### src/elgamal_encrypt_decrypt_macros.svh
// Assertion macros shared by the ElGamal engine RTL.
// Needs a clock named clock and a synchronous reset named reset in scope.
`ifndef ELGAMAL_ENCRYPT_DECRYPT_MACROS_SVH
`define ELGAMAL_ENCRYPT_DECRYPT_MACROS_SVH

// Consequent must hold in the same cycle as the antecedent
`define ELG_ASSERT_SAME(label, ante, cons, msg) \
   label: assert property (@(posedge clock) disable iff (reset) (ante) |-> (cons)) \
      else $error(msg);

// Consequent must hold in the cycle after the antecedent
`define ELG_ASSERT_NEXT(label, ante, cons, msg) \
   label: assert property (@(posedge clock) disable iff (reset) (ante) |=> (cons)) \
      else $error(msg);

`endif

### src/elg_pkg.sv
// Package for the ElGamal engine: data width, register indexes, modular add/sub.
// No dependencies.
package elg_pkg;

   localparam int W     = 32;
   localparam int W_LOG = $clog2(W);
   localparam int IDX_W = 8;

   typedef logic [W-1:0]     word_type;
   typedef logic [W_LOG-1:0] count_type;
   typedef logic [IDX_W-1:0] index_type;

   localparam index_type REG_MODULUS   = 8'd0;
   localparam index_type REG_GENERATOR = 8'd1;
   localparam index_type REG_SECRET    = 8'd2;
   localparam index_type REG_PUBLIC    = 8'd3;

   localparam word_type GEN_RESET = 32'd2;

   // (a + b) mod m with a, b below m
   function automatic word_type add_mod(input word_type a, input word_type b,
                                        input word_type m);
      logic [W:0] s;
      s = {1'b0, a} + {1'b0, b};
      if (s >= {1'b0, m}) begin
         s = s - {1'b0, m};
      end
      return s[W-1:0];
   endfunction

   // (a - b) mod m with a, b below m; wraparound absorbs the add of m
   function automatic word_type sub_mod(input word_type a, input word_type b,
                                        input word_type m);
      word_type d;
      d = a - b;
      if (a < b) begin
         d = d + m;
      end
      return d;
   endfunction

endpackage

### src/elg_mulmod.sv
// Bit-serial modular multiplier: product = (op_a * op_b) mod modulus.
// op_a must be below modulus; op_b may hold any bits. Uses elg_pkg.
module elg_mulmod (
   input  logic              clock,
   input  logic              reset,
   input  logic              start,
   input  elg_pkg::word_type op_a,
   input  elg_pkg::word_type op_b,
   input  elg_pkg::word_type modulus,
   output logic              done,
   output elg_pkg::word_type product
);
   import elg_pkg::*;

   logic      busy_ff;
   logic      phase_ff;
   logic      done_ff;
   count_type cnt_ff;
   word_type  acc_ff;
   word_type  a_ff;
   word_type  b_ff;
   word_type  m_ff;

   // Double the accumulator, then add the addend when the top multiplier bit is set
   always_ff @(posedge clock) begin
      if (reset) begin
         busy_ff  <= 1'b0;
         phase_ff <= 1'b0;
         done_ff  <= 1'b0;
         cnt_ff   <= '0;
      end else begin
         done_ff <= 1'b0;
         if (start) begin
            busy_ff  <= 1'b1;
            phase_ff <= 1'b0;
            cnt_ff   <= '0;
            acc_ff   <= '0;
            a_ff     <= op_a;
            b_ff     <= op_b;
            m_ff     <= modulus;
         end else if (busy_ff) begin
            if (!phase_ff) begin
               acc_ff   <= add_mod(acc_ff, acc_ff, m_ff);
               phase_ff <= 1'b1;
            end else begin
               if (b_ff[W-1]) begin
                  acc_ff <= add_mod(acc_ff, a_ff, m_ff);
               end
               b_ff     <= {b_ff[W-2:0], 1'b0};
               phase_ff <= 1'b0;
               cnt_ff   <= cnt_ff + 1'b1;
               if (cnt_ff == count_type'(W-1)) begin
                  busy_ff <= 1'b0;
                  done_ff <= 1'b1;
               end
            end
         end
      end
   end

   assign done    = done_ff;
   assign product = acc_ff;

endmodule

### src/elgamal_encrypt_decrypt.sv
// ElGamal encrypt/decrypt engine top level: config registers, sequencer, divider.
// Depends on elg_pkg, elg_mulmod and elgamal_encrypt_decrypt_macros.svh.
//
// Usage:
//   csr_ channel writes p (index 0), g (1), x (2), y (3); other indexes are
//   dropped. csr_ready is always high. Write only while the engine is idle.
//   req_ channel takes one beat per request: req_type 0 encrypts req_message
//   with req_ephemeral_key, 1 decrypts req_cipher_first/req_cipher_second.
//   rsp_ channel returns one beat per request: c1 (zero on decrypt), c2 or the
//   plaintext, and rsp_fault when p is below two or no inverse exists.
// Sequence: every modular multiply runs one multiplier bit at a time, a doubling
//   then a conditional add, through the shared serial multiplier. An exponent
//   costs 32 squarings plus one multiply per set bit. Encrypt runs two powers
//   and a multiply. Decrypt runs one power, a Euclid loop of up to about 47
//   rounds of a bit-serial division plus a multiply, then a final multiply.
//   One request is in flight at a time; a faulting modulus skips the arithmetic
//   and goes straight to the response.
// Reset: registers return to p = 0, g = 2, x = 0, y = 0; no beat is pending.
// Stall: a held result sits in the output register; the next request is
//   accepted meanwhile and its result waits until the held beat is taken.
`include "elgamal_encrypt_decrypt_macros.svh"

module elgamal_encrypt_decrypt (
   input  logic                clock,
   input  logic                reset,
   input  logic                csr_valid,
   output logic                csr_ready,
   input  elg_pkg::index_type  csr_index,
   input  elg_pkg::word_type   csr_data,
   input  logic                req_valid,
   output logic                req_ready,
   input  logic                req_type,
   input  elg_pkg::word_type   req_message,
   input  elg_pkg::word_type   req_ephemeral_key,
   input  elg_pkg::word_type   req_cipher_first,
   input  elg_pkg::word_type   req_cipher_second,
   output logic                rsp_valid,
   input  logic                rsp_ready,
   output elg_pkg::word_type   rsp_out_first,
   output elg_pkg::word_type   rsp_out_second,
   output logic                rsp_fault
);
   import elg_pkg::*;

   typedef enum logic [3:0] {
      S_IDLE, S_RED, S_PBIT, S_PMUL, S_PSQ, S_ECHK, S_DIV, S_EMUL, S_FIN, S_OUT
   } state_type;

   typedef enum logic [1:0] {
      STG_ENC_G, STG_ENC_Y, STG_DEC
   } stage_type;

   // Configuration registers
   word_type p_ff, g_ff, x_ff, y_ff;

   state_type state_ff;
   stage_type stage_ff;
   count_type cnt_ff;
   word_type  k_ff, m_ff, e_ff, base_ff, r_ff;
   word_type  r0_ff, r1_ff, t0_ff, t1_ff, dq_ff;
   word_type  rem_ff;
   word_type  first_ff, second_ff;
   logic      fault_ff;

   logic      rsp_valid_ff;
   word_type  rsp_out_first_ff, rsp_out_second_ff;
   logic      rsp_fault_ff;

   logic      mm_start_ff;
   word_type  mm_a_ff, mm_b_ff;
   logic      mm_done;
   word_type  mm_product;

   logic [W:0] div_trial;

   elg_mulmod u_mulmod (
      .clock   (clock),
      .reset   (reset),
      .start   (mm_start_ff),
      .op_a    (mm_a_ff),
      .op_b    (mm_b_ff),
      .modulus (p_ff),
      .done    (mm_done),
      .product (mm_product)
   );

   assign csr_ready = 1'b1;
   assign req_ready = (state_ff == S_IDLE);

   // Restoring division step: bring down the next dividend bit
   assign div_trial = {rem_ff, dq_ff[W-1]};

   // Store configuration writes
   always_ff @(posedge clock) begin
      if (reset) begin
         p_ff <= '0;
         g_ff <= GEN_RESET;
         x_ff <= '0;
         y_ff <= '0;
      end else if (csr_valid && csr_ready) begin
         unique case (csr_index)
            REG_MODULUS:   p_ff <= csr_data;
            REG_GENERATOR: g_ff <= csr_data;
            REG_SECRET:    x_ff <= csr_data;
            REG_PUBLIC:    y_ff <= csr_data;
            default: ;
         endcase
      end
   end

   // Sequence powers, Euclid rounds and final multiply; hold the result beat
   always_ff @(posedge clock) begin
      if (reset) begin
         state_ff     <= S_IDLE;
         stage_ff     <= STG_ENC_G;
         mm_start_ff  <= 1'b0;
         rsp_valid_ff <= 1'b0;
         cnt_ff       <= '0;
      end else begin
         mm_start_ff <= 1'b0;
         // Drop the taken beat unless a new one replaces it this cycle
         if (rsp_valid_ff && rsp_ready && state_ff != S_OUT) begin
            rsp_valid_ff <= 1'b0;
         end
         unique case (state_ff)
            S_IDLE: begin
               if (req_valid) begin
                  first_ff  <= '0;
                  second_ff <= '0;
                  fault_ff  <= 1'b0;
                  k_ff      <= req_ephemeral_key;
                  m_ff      <= req_type ? req_cipher_second : req_message;
                  e_ff      <= req_type ? x_ff : req_ephemeral_key;
                  r_ff      <= word_type'(1);
                  cnt_ff    <= '0;
                  stage_ff  <= req_type ? STG_DEC : STG_ENC_G;
                  if (p_ff < word_type'(2)) begin
                     fault_ff <= 1'b1;
                     state_ff <= S_OUT;
                  end else begin
                     mm_a_ff     <= word_type'(1);
                     mm_b_ff     <= req_type ? req_cipher_first : g_ff;
                     mm_start_ff <= 1'b1;
                     state_ff    <= S_RED;
                  end
               end
            end
            S_RED: begin
               if (mm_done) begin
                  base_ff  <= mm_product;
                  state_ff <= S_PBIT;
               end
            end
            S_PBIT: begin
               mm_start_ff <= 1'b1;
               if (e_ff[0]) begin
                  mm_a_ff  <= r_ff;
                  mm_b_ff  <= base_ff;
                  state_ff <= S_PMUL;
               end else begin
                  mm_a_ff  <= base_ff;
                  mm_b_ff  <= base_ff;
                  state_ff <= S_PSQ;
               end
            end
            S_PMUL: begin
               if (mm_done) begin
                  r_ff        <= mm_product;
                  mm_a_ff     <= base_ff;
                  mm_b_ff     <= base_ff;
                  mm_start_ff <= 1'b1;
                  state_ff    <= S_PSQ;
               end
            end
            S_PSQ: begin
               if (mm_done) begin
                  base_ff <= mm_product;
                  cnt_ff  <= cnt_ff + 1'b1;
                  if (cnt_ff == count_type'(W-1)) begin
                     unique case (stage_ff)
                        STG_ENC_G: begin
                           first_ff    <= r_ff;
                           stage_ff    <= STG_ENC_Y;
                           r_ff        <= word_type'(1);
                           e_ff        <= k_ff;
                           mm_a_ff     <= word_type'(1);
                           mm_b_ff     <= y_ff;
                           mm_start_ff <= 1'b1;
                           state_ff    <= S_RED;
                        end
                        STG_ENC_Y: begin
                           mm_a_ff     <= r_ff;
                           mm_b_ff     <= m_ff;
                           mm_start_ff <= 1'b1;
                           state_ff    <= S_FIN;
                        end
                        default: begin
                           r0_ff    <= p_ff;
                           r1_ff    <= r_ff;
                           t0_ff    <= '0;
                           t1_ff    <= word_type'(1);
                           state_ff <= S_ECHK;
                        end
                     endcase
                  end else begin
                     e_ff     <= e_ff >> 1;
                     state_ff <= S_PBIT;
                  end
               end
            end
            S_ECHK: begin
               if (r1_ff == '0) begin
                  if (r0_ff == word_type'(1)) begin
                     mm_a_ff     <= t0_ff;
                     mm_b_ff     <= m_ff;
                     mm_start_ff <= 1'b1;
                     state_ff    <= S_FIN;
                  end else begin
                     fault_ff <= 1'b1;
                     state_ff <= S_OUT;
                  end
               end else begin
                  dq_ff    <= r0_ff;
                  rem_ff   <= '0;
                  cnt_ff   <= '0;
                  state_ff <= S_DIV;
               end
            end
            S_DIV: begin
               if (div_trial >= {1'b0, r1_ff}) begin
                  rem_ff <= word_type'(div_trial - {1'b0, r1_ff});
                  dq_ff  <= {dq_ff[W-2:0], 1'b1};
               end else begin
                  rem_ff <= div_trial[W-1:0];
                  dq_ff  <= {dq_ff[W-2:0], 1'b0};
               end
               cnt_ff <= cnt_ff + 1'b1;
               if (cnt_ff == count_type'(W-1)) begin
                  state_ff <= S_EMUL;
               end
               // Issue q * t1 once the quotient is complete
               if (cnt_ff == count_type'(W-1)) begin
                  mm_a_ff     <= t1_ff;
                  mm_b_ff     <= (div_trial >= {1'b0, r1_ff}) ?
                                 {dq_ff[W-2:0], 1'b1} : {dq_ff[W-2:0], 1'b0};
                  mm_start_ff <= 1'b1;
               end
            end
            S_EMUL: begin
               if (mm_done) begin
                  r0_ff    <= r1_ff;
                  r1_ff    <= rem_ff;
                  t0_ff    <= t1_ff;
                  t1_ff    <= sub_mod(t0_ff, mm_product, p_ff);
                  state_ff <= S_ECHK;
               end
            end
            S_FIN: begin
               if (mm_done) begin
                  second_ff <= mm_product;
                  state_ff  <= S_OUT;
               end
            end
            S_OUT: begin
               // Load the output register once the held beat is gone
               if (!rsp_valid_ff || rsp_ready) begin
                  rsp_valid_ff      <= 1'b1;
                  rsp_fault_ff      <= fault_ff;
                  rsp_out_first_ff  <= (fault_ff || stage_ff == STG_DEC) ? '0 : first_ff;
                  rsp_out_second_ff <= fault_ff ? '0 : second_ff;
                  state_ff          <= S_IDLE;
               end
            end
            default: state_ff <= S_IDLE;
         endcase
      end
   end

   assign rsp_valid      = rsp_valid_ff;
   assign rsp_out_first  = rsp_out_first_ff;
   assign rsp_out_second = rsp_out_second_ff;
   assign rsp_fault      = rsp_fault_ff;

   `ELG_ASSERT_SAME(a_fault_clears, rsp_valid_ff && rsp_fault_ff, rsp_out_first_ff == '0 && rsp_out_second_ff == '0, "fault beat carries data")
   `ELG_ASSERT_NEXT(a_accept_busy, req_valid && req_ready, state_ff != S_IDLE, "request accepted but sequencer idle")
   `ELG_ASSERT_SAME(a_done_waits, mm_done, state_ff == S_RED || state_ff == S_PMUL || state_ff == S_PSQ || state_ff == S_EMUL || state_ff == S_FIN, "multiply finished outside a wait state")

endmodule
### config.mk
export PLATFORM = sky130hd
export DESIGN_NAME = elgamal_encrypt_decrypt
export DESIGN_NICKNAME = d
export VERILOG_FILES = /design/src/elg_pkg.sv /design/src/elg_mulmod.sv /design/src/elgamal_encrypt_decrypt.sv
export VERILOG_INCLUDE_DIRS = /design/src /design/src/src
export SDC_FILE = /design/constraint.sdc
export NUM_CORES = 2
export LEC_CHECK = 0
export CORE_MARGIN = 4
export CORE_UTILIZATION = 58
export DETAILED_ROUTE_END_ITERATION = 10
export DONT_BUFFER_PORTS = 1
export PLACE_DENSITY = 0.86
export SLEW_MARGIN = 20
export SYNTH_ARGS = -nofsm -noshare
export SYNTH_HDL_FRONTEND = slang
export SYNTH_SLANG_ARGS = --single-unit
### constraint.sdc
create_clock -name clock -period 14.21 [get_ports clock]
set_clock_uncertainty 0.15 [all_clocks]
set_input_delay 0.7105 -clock clock [delete_from_list [all_inputs] [get_ports clock]]
set_output_delay 0.7105 -clock clock [all_outputs]
set_load 0.01 [all_outputs]
==> flow_metrics.env <==
export IMPL_status="finished, final reports clean"
export IMPL_crit_top_cell="a21oi_1"
export IMPL_synth_cells=4274
export IMPL_grt_pass1_vias=33600
export IMPL_yosysMostFrequentCell="nand2_1"
export IMPL_wl_per_cell_um=26.1
export IMPL_slew_headroom=0.285
export IMPL_drt_initial_drc_count=5301
export IMPL_rows=100
export IMPL_core_um2=74800
export IMPL_clkTransAtPathRegs_ns=0.07
export IMPL_die_area_um2=80200
export IMPL_cts_root_buf="clkbuf_16"
export IMPL_yosysTopAreaCellShare=0.460
export IMPL_finalSetupViolations=0
export IMPL_placed_area_um2=44800
export IMPL_initial_core_util=0.587
export IMPL_die_x_um=283
export IMPL_crit_slowest_cell="or3b_2"
export IMPL_htreeDepth=3
export IMPL_endpoint_kind="register"
export IMPL_globalRouteOverflowTotal=0
export IMPL_hp_class="input pin to register"
export IMPL_drive_gt1_frac=0.0757
export IMPL_irDropWorstVdd_v=0.000124
export IMPL_p_sw_uw=3350
export IMPL_fin_crit_sh=0.502
export IMPL_combPwrFrac=0.380
export IMPL_pwr_share_clk=0.257
export IMPL_synth_area_um2=44000
export IMPL_clock_path_buffers=3
export IMPL_r2r_start="u_mulmod.product[0]"
export IMPL_setup_worst_path_start_class="register"
export IMPL_cts_resized=0
export IMPL_yosysTopAreaCell="edfxtp_1"
export IMPL_cellPowerDensity_nw_per_um2=185
export IMPL_post_route_min_period_ns=7.14
export IMPL_cts_buffers=85
export IMPL_synth_common_cells="nand2_1 (709), edfxtp_1 (674), a21oi_1 (372), nor2_1 (298), ha_1 (195)"
export IMPL_synth_cell_types=90
export IMPL_setup_ws_ns=7.07
export IMPL_intPower_uw=5560
export IMPL_cts_tree="built"
export IMPL_required_ns=14.43
export IMPL_worstSkewPairLatency_ns=0.65
export IMPL_arrival_ns=7.36
export IMPL_crit_start="u_mulmod.product[0]"
export IMPL_ys_seq_area_frac=0.528
export IMPL_ant_nets=0
export IMPL_grt_max_degree=130
export IMPL_crit_chain="ha_1 -> fa_1 -> a211oi_2 -> o211ai_1 -> a2111oi_4 -> a211oi_1 -> o21ai_0 -> a21oi_1 -> o21ai_0 -> a21oi_1 -> a31oi_1 -> ha_1 -> a21oi_1 -> nor2b_1 -> o311ai_0 -> nand2b_1 -> a31oi_1 -> nor3_1 -> or3b_2 -> buf_4 -> mux2_2 -> nand2_1 -> a21oi_1"
export IMPL_slowest_delay_ns=0.64
export IMPL_ys_ff_latch=823
export IMPL_synthToLayoutAreaGrowth_pct=9.46
export IMPL_syn_num_nets=4649
export IMPL_rsz0062_at_grt="false"
export IMPL_place_hpwl_um=95100
export IMPL_hp_start="csr_data[1]"
export IMPL_synth_area_per_cell_um2=10.3
export IMPL_worst_pin_slew_ns=1.07
export IMPL_nets=4598
export IMPL_drv_slew=0
export IMPL_chipHeight_um=283
export IMPL_cts_sinks=823
export IMPL_fmax_ghz=0.140
export IMPL_ys_async_sr_fraction=0
export IMPL_place_port_buffers=0
export IMPL_synth_edf_count=674
export IMPL_maxCapViolations=0
export IMPL_yosysWarnings=0
export IMPL_critical_path_class="register to register"
export IMPL_fin_util=0.643
export IMPL_via_per_inst=6.67
export IMPL_pin_count=242
export IMPL_grt_pass1_wl_um=205000
export IMPL_fin_area_um2=48100
export IMPL_tns_ns=0
export IMPL_r2r_slack_ns=7.07
export IMPL_finalHoldViolCount=0
export IMPL_ys_flop_type="edfxtp_1"
export IMPL_crit_fanout=36
export IMPL_vias=35100
export IMPL_leakage_uw=0.0182
export IMPL_drc=0
export IMPL_fin_hold_ws_ns=0.0370
export IMPL_place_gp_congestion=0.999
export IMPL_pwr_share_seq=0.364
export IMPL_synth_area_leaders="edfxtp_1 (46%), dfxtp_1 (6.8%), nand2_1 (6.1%)"
export IMPL_nFillCells=5517
export IMPL_pre_cts_ws_ns=7.24
export IMPL_routed_wl_um=137000
export IMPL_grt_antenna_before_repair=8
export IMPL_sw_frac_of_total=0.376
export IMPL_drt_pass1_iterations=9
export IMPL_globalRouteTotalUtil=0.329
per-stage QoR:
step	power, uW	instances
6_report	8910	5267
3_5_place_dp	6530	5067
3_3_place_gp	6480	5067
4_1_cts	8820	5263
2_1_floorplan	5670	4274
5_1_grt	9330	5266
cell usage in the layout, fill, tap and decap left out, drive strengths merged, types with 11 or more instances in the layout:
master       count
nand2          709
o21a            31
nand3           79
buf             48
a31oi           13
xor2            49
a211o           14
nand2b          23
nor4            36
clkinv          36
dfxtp          149
edfxtp         674
inv            173
dlygate4sd3     36
o21ai          158
a211oi          93
nor3            47
nor2           298
mux2i          100
a2111oi         11
nor2b           94
and2            47
or2             16
ha             195
a21o            99
a221oi          43
or3             13
o31ai           11
o211ai          18
clkbuf         109
nand4           33
a21oi          372
mux2            71
o21bai          31
xnor2           98
a222oi          31
and3            98
critical path, delay by kind of cell, from the launching register on:
family | cells | cell delay, ns
buffers and inverters | 1 | 0.36
AOI/OAI and AO/OA | 13 | 3.43
adders and majority gates | 3 | 1.06
and+or+nand+nor | 5 | 0.99
DFF | 1 | 0.50
muxes | 1 | 0.33
cell type report:
| cell class | count | area (um^2) | area share |
|---|---|---|---|
| clock inverters | 49 | 514 | 0.0107 |
| well taps | 969 | 1210 | 0.0252 |
| diodes | 4 | 10.0 | 0.000208 |
| clock buffers | 109 | 2360 | 0.0491 |
| inverters | 167 | 627 | 0.0130 |
| repair buffers | 84 | 753 | 0.0157 |
| multi-input cells | 3062 | 19400 | 0.403 |
| flip-flops and latches | 823 | 23200 | 0.483 |
power groups by stage:
stage               Clock (uW)  Sequential, uW  Combinational, uW
global route              2390            3250               3690
floorplan                    0            3170               2500
detailed placement           0            3270               3260
finish                    2290            3240               3390
CTS                       2290            3230               3300
global placement             0            3270               3210
metal layers:
layer	global-route usage	up-vias	wire length [um]
li1	-	15500	-
met1	0.430	16700	49800
met2	0.508	2467	61200
met3	0.0772	396	17900
met4	0.182	8	8470
met5	0	-	48
worst paths after layout:
check                        endpoint  cells past startpoint
setup / recovery  u_mulmod.product[7]                     23
hold / removal                g_ff[1]                      2
setup reg to reg  u_mulmod.product[7]                     23
hold reg to reg     u_mulmod.a_ff[16]                      0
repair_timing:
action / 4_1_cts / 5_1_grt
setup buffers: 0 / 0
hold endpoints to repair: 141 / 0
hold buffers: 38 / 0
cells by family after synthesis:
logic type                 count (synthesis)  synth area share
and+or+nand+nor                         1526             0.158
AOI/OAI and AO/OA                       1016             0.151
DFF                                      823             0.528
buffers and inverters                    389            0.0340
adders and majority gates                201            0.0582
muxes                                    171            0.0410
xor gates and xnor gates                 147            0.0293
other                                      1         0.0000853
Power figures use the tool's default switching activity.
